--- config.mk ---
export PLATFORM = sky130hd
export DESIGN_NAME = can_bus_off_recovery_supervisor_flat
export DESIGN_NICKNAME = d
export VERILOG_FILES = /design/src/design/cbrs_pkg.sv /design/src/design/cbrs_channels.sv /design/src/design/can_bus_off_recovery_supervisor.sv /design/src/design/cbrs_step.sv /design/src/flat_wrapper.sv
export SDC_FILE = /design/constraint.sdc
export NUM_CORES = 1
export LEC_CHECK = 0
export ABC_AREA = 1
export BUFFER_PORTS_ARGS = -buffer_cell sky130_fd_sc_hd__buf_2
export CAP_MARGIN = 20
export CORE_UTILIZATION = 26
export DETAILED_ROUTE_END_ITERATION = 16
export HOLD_SLACK_MARGIN = 0.15
export MAX_ROUTING_LAYER = met4
export PLACE_DENSITY_LB_ADDON = 0.12
export SLEW_MARGIN = 20
export SYNTH_ARGS = -nofsm -noshare
export SYNTH_HDL_FRONTEND = slang
export SYNTH_SLANG_ARGS = --single-unit
--- constraint.sdc ---
create_clock -name clk -period 3.4 [get_ports clk]
set_clock_uncertainty 0.15 [all_clocks]
set_input_delay 0 -clock clk [delete_from_list [all_inputs] [get_ports clk]]
set_output_delay 0 -clock clk [all_outputs]
set_load 0.01 [all_outputs]
--- src/design/cbrs_pkg.sv ---
package cbrs_pkg;

  // field widths fixed by the event and result formats
  localparam int unsigned NOW_W    = 32;
  localparam int unsigned PERIOD_W = 24;
  localparam int unsigned LIMIT_W  = 8;
  localparam int unsigned COUNT_W  = 8;
  localparam int unsigned ERRCNT_W = 9;
  localparam int unsigned CFG_W    = 24;

  // configuration register indexes
  localparam logic REG_PERIOD = 1'b0;
  localparam logic REG_LIMIT  = 1'b1;

  localparam logic [PERIOD_W-1:0] PERIOD_RESET = '0;
  localparam logic [LIMIT_W-1:0]  LIMIT_RESET  = 8'd16;
  localparam logic [COUNT_W-1:0]  COUNT_MAX    = 8'd255;

  // event kinds
  localparam logic [1:0] CMD_POLL      = 2'd0;
  localparam logic [1:0] CMD_TX        = 2'd1;
  localparam logic [1:0] CMD_INSTALL   = 2'd2;
  localparam logic [1:0] CMD_UNINSTALL = 2'd3;

  // controller states
  localparam logic [1:0] CTRL_STOPPED    = 2'd0;
  localparam logic [1:0] CTRL_RUNNING    = 2'd1;
  localparam logic [1:0] CTRL_BUSOFF     = 2'd2;
  localparam logic [1:0] CTRL_RECOVERING = 2'd3;

  // transmit outcomes
  localparam logic [1:0] TX_SENT    = 2'd0;
  localparam logic [1:0] TX_TIMEOUT = 2'd1;

  // error levels and their thresholds
  localparam logic [1:0] LVL_ACTIVE  = 2'd0;
  localparam logic [1:0] LVL_WARNING = 2'd1;
  localparam logic [1:0] LVL_PASSIVE = 2'd2;
  localparam logic [1:0] LVL_BUSOFF  = 2'd3;

  localparam logic [ERRCNT_W:0] WARN_COUNT    = 10'd96;
  localparam logic [ERRCNT_W:0] PASSIVE_COUNT = 10'd128;
  localparam logic [ERRCNT_W:0] BUSOFF_COUNT  = 10'd256;

  typedef enum logic [2:0] {
    MODE_DISABLED   = 3'd0,
    MODE_STOPPED    = 3'd1,
    MODE_PROBING    = 3'd2,
    MODE_RUNNING    = 3'd3,
    MODE_BUSOFF     = 3'd4,
    MODE_RECOVERING = 3'd5,
    MODE_ERROR      = 3'd6
  } mode_t;

  typedef enum logic [2:0] {
    ACT_NONE      = 3'd0,
    ACT_PROBE     = 3'd1,
    ACT_STOP      = 3'd2,
    ACT_RECOVER   = 3'd3,
    ACT_REINSTALL = 3'd4,
    ACT_RESTART   = 3'd5,
    ACT_UNINSTALL = 3'd6
  } action_t;

  typedef struct packed {
    logic [1:0]          cmd;
    logic [NOW_W-1:0]    now_ms;
    logic                status_ok;
    logic [1:0]          ctrl_state;
    logic [ERRCNT_W-1:0] tx_error_count;
    logic [ERRCNT_W-1:0] rx_error_count;
    logic [1:0]          tx_outcome;
    logic                install_ok;
  } evt_t;

  typedef struct packed {
    logic [2:0]         mode;
    logic [1:0]         error_level;
    logic [2:0]         action;
    logic               tx_accepted;
    logic [COUNT_W-1:0] timeout_count;
  } res_t;

  // requests from the mode logic to the recovery timer
  typedef struct packed {
    logic arm;
    logic clear;
  } timer_ctl_t;

endpackage

--- src/design/cbrs_channels.sv ---
interface cbrs_evt_if;
  logic            valid;
  logic            ready;
  cbrs_pkg::evt_t  data;

  modport source (output valid, output data, input ready);
  modport sink (input valid, input data, output ready);
endinterface

interface cbrs_res_if;
  logic            valid;
  logic            ready;
  cbrs_pkg::res_t  data;

  modport source (output valid, output data, input ready);
  modport sink (input valid, input data, output ready);
endinterface

--- src/design/can_bus_off_recovery_supervisor.sv ---
// channel  dir  payload                                          handshake
// evt      in   cmd, now_ms, status, ctrl state, error counts    valid/ready
// res      out  mode, error_level, action, tx_accepted, count    valid/ready
// cfg      in   cfg_index selects period or timeout limit        cfg_write only
//
// one event per cycle sustained while res drains; an evt beat reaches res through
// (input register, then mode logic and recovery timer into the result register)
// sync reset clears both registers' valid flags, mode, timeouts and timer
// a stalled res keeps its beat; evt still fills an empty input register
module can_bus_off_recovery_supervisor #(
  parameter int unsigned TIME_BITS = 32
) (
  input  logic                          clk,
  input  logic                          rst,
  input  logic                          cfg_write,
  input  logic                          cfg_index,
  input  logic [cbrs_pkg::CFG_W-1:0]    cfg_data,
  cbrs_evt_if.sink                      evt,
  cbrs_res_if.source                    res
);

  logic                              evt_valid_q;
  cbrs_pkg::evt_t                    evt_q;
  logic                              res_valid;
  cbrs_pkg::res_t                    res_q;
  logic                              advance;

  logic [cbrs_pkg::PERIOD_W-1:0]     period;
  logic [cbrs_pkg::LIMIT_W-1:0]      limit;

  cbrs_pkg::mode_t                   mode;
  cbrs_pkg::mode_t                   mode_next;
  logic [cbrs_pkg::COUNT_W-1:0]      timeouts;
  logic [cbrs_pkg::COUNT_W-1:0]      timeouts_next;
  logic [TIME_BITS-1:0]              deadline;
  logic                              armed;

  logic [TIME_BITS-1:0]              now_t;
  logic [TIME_BITS-1:0]              since;
  logic                              due;
  cbrs_pkg::timer_ctl_t              tmr;
  cbrs_pkg::res_t                    step_res;

  // handshake: the stage moves when the result register is free or being drained
  assign advance   = evt_valid_q && (!res_valid || res.ready);
  assign evt.ready = !evt_valid_q || advance;
  assign res.valid = res_valid;
  assign res.data  = res_q;

  // input register
  always_ff @(posedge clk) begin
    if (rst) begin
      evt_valid_q <= 1'b0;
    end else if (evt.ready) begin
      evt_valid_q <= evt.valid;
    end
    if (evt.ready && evt.valid) begin
      evt_q <= evt.data;
    end
  end

  // configuration registers
  always_ff @(posedge clk) begin
    if (rst) begin
      period <= cbrs_pkg::PERIOD_RESET;
      limit  <= cbrs_pkg::LIMIT_RESET;
    end else if (cfg_write) begin
      case (cfg_index)
        cbrs_pkg::REG_PERIOD: period <= cfg_data[cbrs_pkg::PERIOD_W-1:0];
        cbrs_pkg::REG_LIMIT:  limit  <= cfg_data[cbrs_pkg::LIMIT_W-1:0];
        default:              limit  <= limit;
      endcase
    end
  end

  // recovery timer: expired once now has reached the deadline modulo the time width
  assign now_t = TIME_BITS'(evt_q.now_ms);
  assign since = now_t - deadline;
  assign due   = armed && (period != '0) && !since[TIME_BITS-1];

  cbrs_step u_step (
    .evt           (evt_q),
    .mode          (mode),
    .timeouts      (timeouts),
    .limit         (limit),
    .due           (due),
    .mode_next     (mode_next),
    .timeouts_next (timeouts_next),
    .tmr           (tmr),
    .res           (step_res)
  );

  // supervisor state
  always_ff @(posedge clk) begin
    if (rst) begin
      mode     <= cbrs_pkg::MODE_DISABLED;
      timeouts <= '0;
      armed    <= 1'b0;
      deadline <= '0;
    end else if (advance) begin
      mode     <= mode_next;
      timeouts <= timeouts_next;
      if (tmr.arm) begin
        armed    <= (period != '0);
        deadline <= now_t + TIME_BITS'(period);
      end else if (tmr.clear) begin
        armed <= 1'b0;
      end
    end
  end

  // result register
  always_ff @(posedge clk) begin
    if (rst) begin
      res_valid <= 1'b0;
    end else if (advance) begin
      res_valid <= 1'b1;
    end else if (res.ready) begin
      res_valid <= 1'b0;
    end
    if (advance) begin
      res_q <= step_res;
    end
  end

endmodule

--- src/design/cbrs_step.sv ---
module cbrs_step (
  input  cbrs_pkg::evt_t                  evt,
  input  cbrs_pkg::mode_t                 mode,
  input  logic [cbrs_pkg::COUNT_W-1:0]    timeouts,
  input  logic [cbrs_pkg::LIMIT_W-1:0]    limit,
  input  logic                            due,
  output cbrs_pkg::mode_t                 mode_next,
  output logic [cbrs_pkg::COUNT_W-1:0]    timeouts_next,
  output cbrs_pkg::timer_ctl_t            tmr,
  output cbrs_pkg::res_t                  res
);

  logic [1:0]                 graded;
  logic [1:0]                 level;
  cbrs_pkg::action_t          act;
  logic                       accepted;
  logic [cbrs_pkg::ERRCNT_W:0] tec;
  logic [cbrs_pkg::ERRCNT_W:0] rec;

  // grade error counters
  always_comb begin
    tec = {1'b0, evt.tx_error_count};
    rec = {1'b0, evt.rx_error_count};
    if (tec < cbrs_pkg::WARN_COUNT && rec < cbrs_pkg::WARN_COUNT) begin
      graded = cbrs_pkg::LVL_ACTIVE;
    end else if (tec < cbrs_pkg::PASSIVE_COUNT && rec < cbrs_pkg::PASSIVE_COUNT) begin
      graded = cbrs_pkg::LVL_WARNING;
    end else if (tec < cbrs_pkg::BUSOFF_COUNT && rec < cbrs_pkg::BUSOFF_COUNT) begin
      graded = cbrs_pkg::LVL_PASSIVE;
    end else begin
      graded = cbrs_pkg::LVL_BUSOFF;
    end
  end

  // mode transitions per event
  always_comb begin
    mode_next     = mode;
    timeouts_next = timeouts;
    tmr           = '0;
    level         = cbrs_pkg::LVL_ACTIVE;
    act           = cbrs_pkg::ACT_NONE;
    accepted      = 1'b0;
    case (evt.cmd)
      cbrs_pkg::CMD_POLL: begin
        if (mode == cbrs_pkg::MODE_DISABLED) begin
          mode_next = mode;
        end else if (!evt.status_ok || mode == cbrs_pkg::MODE_ERROR) begin
          mode_next = cbrs_pkg::MODE_DISABLED;
        end else begin
          level = graded;
          // follow the controller's own state first
          if (evt.ctrl_state == cbrs_pkg::CTRL_STOPPED
              && mode != cbrs_pkg::MODE_STOPPED) begin
            mode_next = cbrs_pkg::MODE_STOPPED;
          end else if (evt.ctrl_state == cbrs_pkg::CTRL_BUSOFF
                       && mode != cbrs_pkg::MODE_BUSOFF) begin
            tmr.arm   = 1'b1;
            mode_next = cbrs_pkg::MODE_BUSOFF;
          end else if (evt.ctrl_state == cbrs_pkg::CTRL_RECOVERING
                       && mode != cbrs_pkg::MODE_RECOVERING) begin
            mode_next = cbrs_pkg::MODE_RECOVERING;
          end else begin
            case (mode)
              cbrs_pkg::MODE_STOPPED: begin
                tmr.arm = 1'b1;
                if (evt.ctrl_state == cbrs_pkg::CTRL_RUNNING) begin
                  mode_next = cbrs_pkg::MODE_RUNNING;
                end else begin
                  act       = cbrs_pkg::ACT_PROBE;
                  mode_next = cbrs_pkg::MODE_PROBING;
                end
              end
              cbrs_pkg::MODE_PROBING: begin
                if (due) begin
                  tmr.clear = 1'b1;
                  if (evt.tx_error_count == '0) begin
                    act       = cbrs_pkg::ACT_RESTART;
                    mode_next = cbrs_pkg::MODE_RUNNING;
                  end else begin
                    act       = cbrs_pkg::ACT_STOP;
                    mode_next = cbrs_pkg::MODE_STOPPED;
                  end
                end
              end
              cbrs_pkg::MODE_RUNNING: begin
                // of the error levels only passive stops; bus-off is left to the controller
                if (due) begin
                  if (graded == cbrs_pkg::LVL_PASSIVE) begin
                    act       = cbrs_pkg::ACT_STOP;
                    mode_next = cbrs_pkg::MODE_STOPPED;
                  end else if (timeouts >= limit) begin
                    act           = cbrs_pkg::ACT_REINSTALL;
                    timeouts_next = '0;
                    mode_next     = cbrs_pkg::MODE_STOPPED;
                  end
                end
              end
              cbrs_pkg::MODE_BUSOFF: begin
                if (due) begin
                  act       = cbrs_pkg::ACT_RECOVER;
                  mode_next = cbrs_pkg::MODE_RECOVERING;
                end
              end
              cbrs_pkg::MODE_RECOVERING: begin
                mode_next = mode;
              end
              default: begin
                mode_next = cbrs_pkg::MODE_ERROR;
              end
            endcase
          end
        end
      end
      cbrs_pkg::CMD_TX: begin
        if (mode == cbrs_pkg::MODE_RUNNING) begin
          accepted = 1'b1;
          if (evt.tx_outcome == cbrs_pkg::TX_SENT) begin
            timeouts_next = '0;
          end else if (evt.tx_outcome == cbrs_pkg::TX_TIMEOUT
                       && timeouts != cbrs_pkg::COUNT_MAX) begin
            timeouts_next = timeouts + 1'b1;
          end
        end
      end
      cbrs_pkg::CMD_INSTALL: begin
        if (evt.install_ok) begin
          timeouts_next = '0;
          mode_next     = cbrs_pkg::MODE_STOPPED;
        end else begin
          mode_next = cbrs_pkg::MODE_DISABLED;
        end
      end
      default: begin
        act       = cbrs_pkg::ACT_UNINSTALL;
        mode_next = cbrs_pkg::MODE_DISABLED;
      end
    endcase
  end

  // result beat
  assign res.mode          = mode_next;
  assign res.error_level   = level;
  assign res.action        = act;
  assign res.tx_accepted   = accepted;
  assign res.timeout_count = timeouts_next;

endmodule

--- src/flat_wrapper.sv ---
// flat-port wrapper written by rule: the top's interface ports become plain ports
module can_bus_off_recovery_supervisor_flat 
#(
  parameter int unsigned TIME_BITS = 32
)
  (clk, rst, cfg_write, cfg_index, cfg_data, evt_valid, evt_data, evt_ready, res_valid, res_data, res_ready);
  cbrs_evt_if evt_i ();
  cbrs_res_if res_i ();
  input  logic clk;
  input  logic rst;
  input  logic cfg_write;
  input  logic cfg_index;
  input  logic [cbrs_pkg::CFG_W-1:0] cfg_data;
  input wire logic [$bits(evt_i.valid)-1:0] evt_valid;
  input wire logic [$bits(evt_i.data)-1:0] evt_data;
  output wire logic [$bits(evt_i.ready)-1:0] evt_ready;
  output wire logic [$bits(res_i.valid)-1:0] res_valid;
  output wire logic [$bits(res_i.data)-1:0] res_data;
  input wire logic [$bits(res_i.ready)-1:0] res_ready;
  assign evt_i.valid = evt_valid;
  assign evt_i.data = evt_data;
  assign evt_ready = evt_i.ready;
  assign res_valid = res_i.valid;
  assign res_data = res_i.data;
  assign res_i.ready = res_ready;
  can_bus_off_recovery_supervisor #(.TIME_BITS(TIME_BITS)) u_core (.clk(clk), .rst(rst), .cfg_write(cfg_write), .cfg_index(cfg_index), .cfg_data(cfg_data), .evt(evt_i), .res(res_i));
endmodule
# Yosys cells after proc, flatten, opt, wreduce, memory -nomap -nowiden
# Cells that the tools add are included.
[totals] ff_bits=153 input_bits=88
[classes] addsub=3 magnitude_cmp=7 eq_ne=17 n_mux=61 bitwise_logic=2 reduce_logical=32
[op_table] cell="$mux W8" count=13
[op_table] cell="$mux W3" count=20
[op_table] cell="$add A32 B24 Y32" count=1
[op_table] cell="$sub A32 B32 Y32" count=1
[op_table] cell="$pmux W8 S3" count=1
[op_table] cell="$reduce_bool A24 Y1" count=1
[op_table] cell="$lt A9 B7 Y1 const B" count=2
[op_table] cell="$lt A9 B8 Y1 const B" count=2
[op_table] cell="$lt A9 B9 Y1 const B" count=2
[op_table] cell="$mux W2" count=9
[op_table] cell="$pmux W3 S5" count=1
[op_table] cell="$mux W1" count=14
[op_table] cell="$pmux W3 S4" count=1
[op_table] cell="$logic_and A1 B1 Y1" count=11
[op_table] cell="$eq A3 B3 Y1 const B" count=3
[op_table] cell="$logic_not A9 Y1" count=1
[op_table] cell="$pmux W3 S3" count=1
[op_table] cell="$add A8 B1 Y8 const B" count=1
[op_table] cell="$eq A2 B2 Y1 const B" count=4
[op_table] cell="$ge A8 B8 Y1" count=1
[op_table] cell="$ne A8 B8 Y1 const B" count=1
[op_table] cell="$reduce_and A2 Y1" count=4
[op_table] cell="$eq A2 B1 Y1 const B" count=3
[op_table] cell="$eq A3 B2 Y1 const B" count=2
[op_table] cell="12 further kinds" count=22

# Depth between registers and ports, before layout
[logic_depth] ltp_word=15 ltp_mapped=21

# Modules after synthesis
# From an unflattened synthesis, not the netlist that was laid out.
[hier_totals] cells_unflattened=1260 area_unflattened_um2=9283.9
[by_module_without_submodules] mod="can_bus_off_recovery_supervisor" n_inst=1 cells_per_inst=1000 area_each_um2=7922.6 seq_area_each_um2=3813.7
[by_module_without_submodules] mod="cbrs_step" n_inst=1 cells_per_inst=260 area_each_um2=1361.3 seq_area_each_um2=0.0

# Least setup slack after synthesis
# Ideal clock, no wire load.
[synth_timing] kind="reg-to-reg" from="register u_core.period[0] (netlist name)" to="register u_core.deadline[30]" setup_ns=0.113 arrival_time_ns=2.213 slack_ns=0.924 path_stages_with_launch=15 synth_period_minus_slack_ns=2.476 cell_sequence="dfxtp_1 ha_1 inv_1 fa_1 nand3b_1 nand2_1 and3_1 nor2_2 o21ai_2 nand3_1 nand3_1 nand3_1 xor2_1 o21ai_1 inv_1"
[synth_between] elab_chain_cells=1
[synth_rtl] element="start, declared" line_no="can_bus_off_recovery_supervisor.sv:28" rtl="logic [cbrs_pkg::PERIOD_W-1:0] period;"
[synth_rtl] element="start signal, assigned" line_no="can_bus_off_recovery_supervisor.sv:65" rtl="period <= cbrs_pkg::PERIOD_RESET;"
[synth_rtl] element="start signal, assigned" line_no="can_bus_off_recovery_supervisor.sv:69" rtl="cbrs_pkg::REG_PERIOD: period <= cfg_data[cbrs_pkg::PERIOD_W-1:0];"
[synth_rtl] element="$add A32 B24 Y32" line_no="can_bus_off_recovery_supervisor.sv:105" rtl="deadline <= now_t + TIME_BITS'(period);"
[synth_rtl] element="end signal, assigned" line_no="can_bus_off_recovery_supervisor.sv:105"
[synth_rtl] element="end, declared" line_no="can_bus_off_recovery_supervisor.sv:35" rtl="logic [TIME_BITS-1:0] deadline;"
# No other way between the ends.
# A chain may end at the register's enable or synchronous reset.

==> reports/qor.yml <==
run_status:
  status: "completed"
power_and_ir_drop:
  p_per_area_nw_per_um2: 410.5
  p_switching_w: 0.001288
  pwr-share-seq: 0.430
  intPower_w: 0.003428
  power.leakage_nw: 5.231
  pwr-share-comb: 0.163
  total_power_w: 0.004715
  clkPwrFrac: 0.406
  ir_drop_mv: 0.3625
  p_sw_frac: 0.2730
placed_design:
  port_buffers: 101
  gp_congestion: 0.8246
  hpwl_um: 16980
yosys:
  yosysSeqAreaShare: 0.4351
  synth_edf_count: 70
  synthCells: 1031
  synth_nets: 1187
  synth_area_um2: 8421
  async_reset_ff_frac: 0
  yosysWarnings: 0
  ys.flop_type: "dfxtp_1"
  syn_avg_cell_area_um2: 8.167
  synth_cell_types: 56
  synth_seq_cells: 148
cells_and_area:
  num-nets-final: 1442
  nFillCells: 3373
  drive_gt1_frac: 0.1416
  area_delta_synth_final_pct: 36.40
  layout_commonest_cell: "inv_1"
  diodes: 0
  utilization: 0.3621
  layout_common_cells: "inv_1, nand2_1, dlygate4sd3_1, nor2_1, buf_2"
timing:
  hold_viol_final: 0
  rsz0062_at_grt: "no"
  post-route-period-util: 0.8671
  tightestPinTransition_ns: 0.9818
  clock.fmax_mhz: 339.2
  slew_violations: 0
  final-setup-viol-count: 0
  period_needed_ns: 2.948
  setup_tns_ns: 0
  relSlewSlack: 0.3447
route:
  drc_errors: 0
  viasPerCell: 4.450
  avgRoutedWirePerCell_um: 13.71
  via_count: 7569
  drt_iter0_drc: 353
  dr.pass1.iters: 4
  ant_nets: 0
  drt-total-wl_um: 23310
critical_path:
  end_kind: "register"
  critical_path_required_ns: 3.43
  critPathMaxFanout: 8
  timing_worst_setup_path_type: "register to register"
  reg2reg_setup_slack_ns: 0.45
  ff2ff_path_depth: 17
  r2r_start: "u_core.now_t[24]"
  cp.arrival_ns: 2.98
  cp-start-kind: "register"
  r2r_end: "u_core.res.data[6]"
die:
  rows: 65
  core_um2: 31720
  die_area_um2: 33110
  die_h_um: 182.0
  die_w_um: 182.0
  start_util: 0.2655
  io_pins: 107
cts:
  cts-root-buf: "clkbuf_16"
  cts_buffers: 17
  cts_tree: "built"
  postCtsHoldBufs: 153
  clk_path_buf_depth: 2
  cts_resized: 0
  ctsHtreeMaxLevel: 4
  clock_latency_ns: 0.43
  clk_pin_slew_ns: 0.06
  numClockSinks: 148
  cts_setup_buffers: 0
global_routing:
  grt_max_degree: 44
  top_usage_layer: "met2"
  grt_use_met2: 0.2572
  grt_pass1_wl_um: 38630
  track_usage: 0.1522
  antenna_found_initial: 0
  gr-usage-met1: 0.1860
  grt_pass1_vias: 7606
  use_met3: 0.02968
  grt_remaining_overflow: 0
min_path:
  min-delay-start: "evt_data[8]"
  hold_end: "u_core.evt_q[8]"
  min_path_type: "primary input to register"
  holdPathStages: 2
flow_run:
  drv_cap: 0
stage by stage:
| step | worst slack (ns) | instances | hold WS [ns] | instance area [µm²] |
|---|---|---|---|---|
| global route | 0.1768 | 1701 | 0.1596 | 11490 |
| global placement | 0.4708 | 1516 | 0.02641 | 9366 |
| CTS | 0.4338 | 1701 | 0.1500 | 11490 |
| finish | 0.4519 | 1701 | 0.1649 | 11490 |
| floorplan | 0.9242 | 1031 | -0.05113 | 8421 |
| detailed placement | 0.4431 | 1516 | 0.02809 | 9366 |
power groups by stage:
stage               combinational, W  clock, W  sequential, W
floorplan                   0.000440         0        0.00205
global placement            0.000639         0        0.00207
detailed placement          0.000640         0        0.00207
CTS                         0.000781   0.00197        0.00203
global route                0.000876   0.00205        0.00204
finish                      0.000770   0.00192        0.00203
cells in the mapped netlist, types with 6 or more instances:
| cell | count | area, µm² |
|---|---|---|
| ha_1 | 67 | 838.3 |
| o21ai_1 | 14 | 70.07 |
| a21oi_1 | 88 | 440.4 |
| edfxtp_1 | 70 | 2102 |
| dfxtp_1 | 78 | 1562 |
| o211ai_1 | 10 | 75.07 |
| nand2_1 | 156 | 585.6 |
| inv_2 | 10 | 37.54 |
| nor4_1 | 10 | 62.56 |
| nand4_1 | 16 | 100.1 |
| inv_1 | 159 | 596.8 |
| xnor2_1 | 12 | 105.1 |
| xor2_1 | 11 | 96.34 |
| clkbuf_1 | 16 | 60.06 |
| nor2_1 | 107 | 401.6 |
| o21ai_0 | 77 | 385.4 |
| a21oi_2 | 6 | 52.55 |
| nor3_1 | 10 | 50.05 |
| a31oi_1 | 8 | 50.05 |
| nand3_1 | 45 | 225.2 |
worst max path at each step:
stage | start | endpoint | slack (ns)
2_1_floorplan | u_core.period[0] | u_core.deadline[30] | 0.92
3_3_place_gp | u_core.now_t[24] | u_core.res.data[6] | 0.47
3_5_place_dp | u_core.now_t[24] | u_core.res.data[6] | 0.44
4_1_cts | u_core.now_t[24] | u_core.res.data[6] | 0.43
5_1_grt | u_core.now_t[24] | u_core.res.data[7] | 0.18
6_report | u_core.now_t[24] | u_core.res.data[6] | 0.45
registers in the layout (all words and copies together), names as in the netlist:
signal and count:
u_core.deadline 32, u_core.now_t 32, u_core.period 24, u_core.evt_q 21, u_core.res.data 17, u_core.limit 8, u_core.timeouts 8, u_core.mode 3
u_core.armed 1, u_core.evt_valid_q 1, u_core.res.valid 1
cell type report:
class	count	area, µm²	area share
Sequential cell	148	3664	0.3190
Tap cell	402	503.0	0.04379
Timing Repair Buffer	261	2102	0.1830
Clock buffer	21	493.0	0.04292
Inverter	171	646.9	0.05632
Clock inverter	11	95.09	0.008279
Multi-Input combinational cell	687	3983	0.3467
logic make-up after synthesis:
logic type,share of synthesized area
xor+xnor,0.02392
compound gates,0.1536
flops,0.4351
simple gates,0.1935
buf+inv,0.09197
fa+ha+maj,0.1019
critical path, stage by stage, from the launching register on:
cell and delay [ns]:
edfxtp_1 0.49, ha_1 0.34, nand2_1 0.07, nand2_1 0.04
nand2_1 0.05, nand2_1 0.05, nand2_1 0.05, nand2_1 0.06
a21oi_1 0.30, nand2_1 0.09, nand2_1 0.14, nand3_2 0.13
nor2_2 0.14, nand3_2 0.21, nand3_1 0.13, nand4_1 0.10
nand2_2 0.11, inv_1 0.05
routing by layer:
metal / vias up / wire length, µm
met5: - / 0
met4: 0 / 212
met3: 17 / 634
met2: 110 / 11210
met1: 3468 / 11260
li1: 3974 / -
No activity file was read; power rests on OpenSTA's default activity.
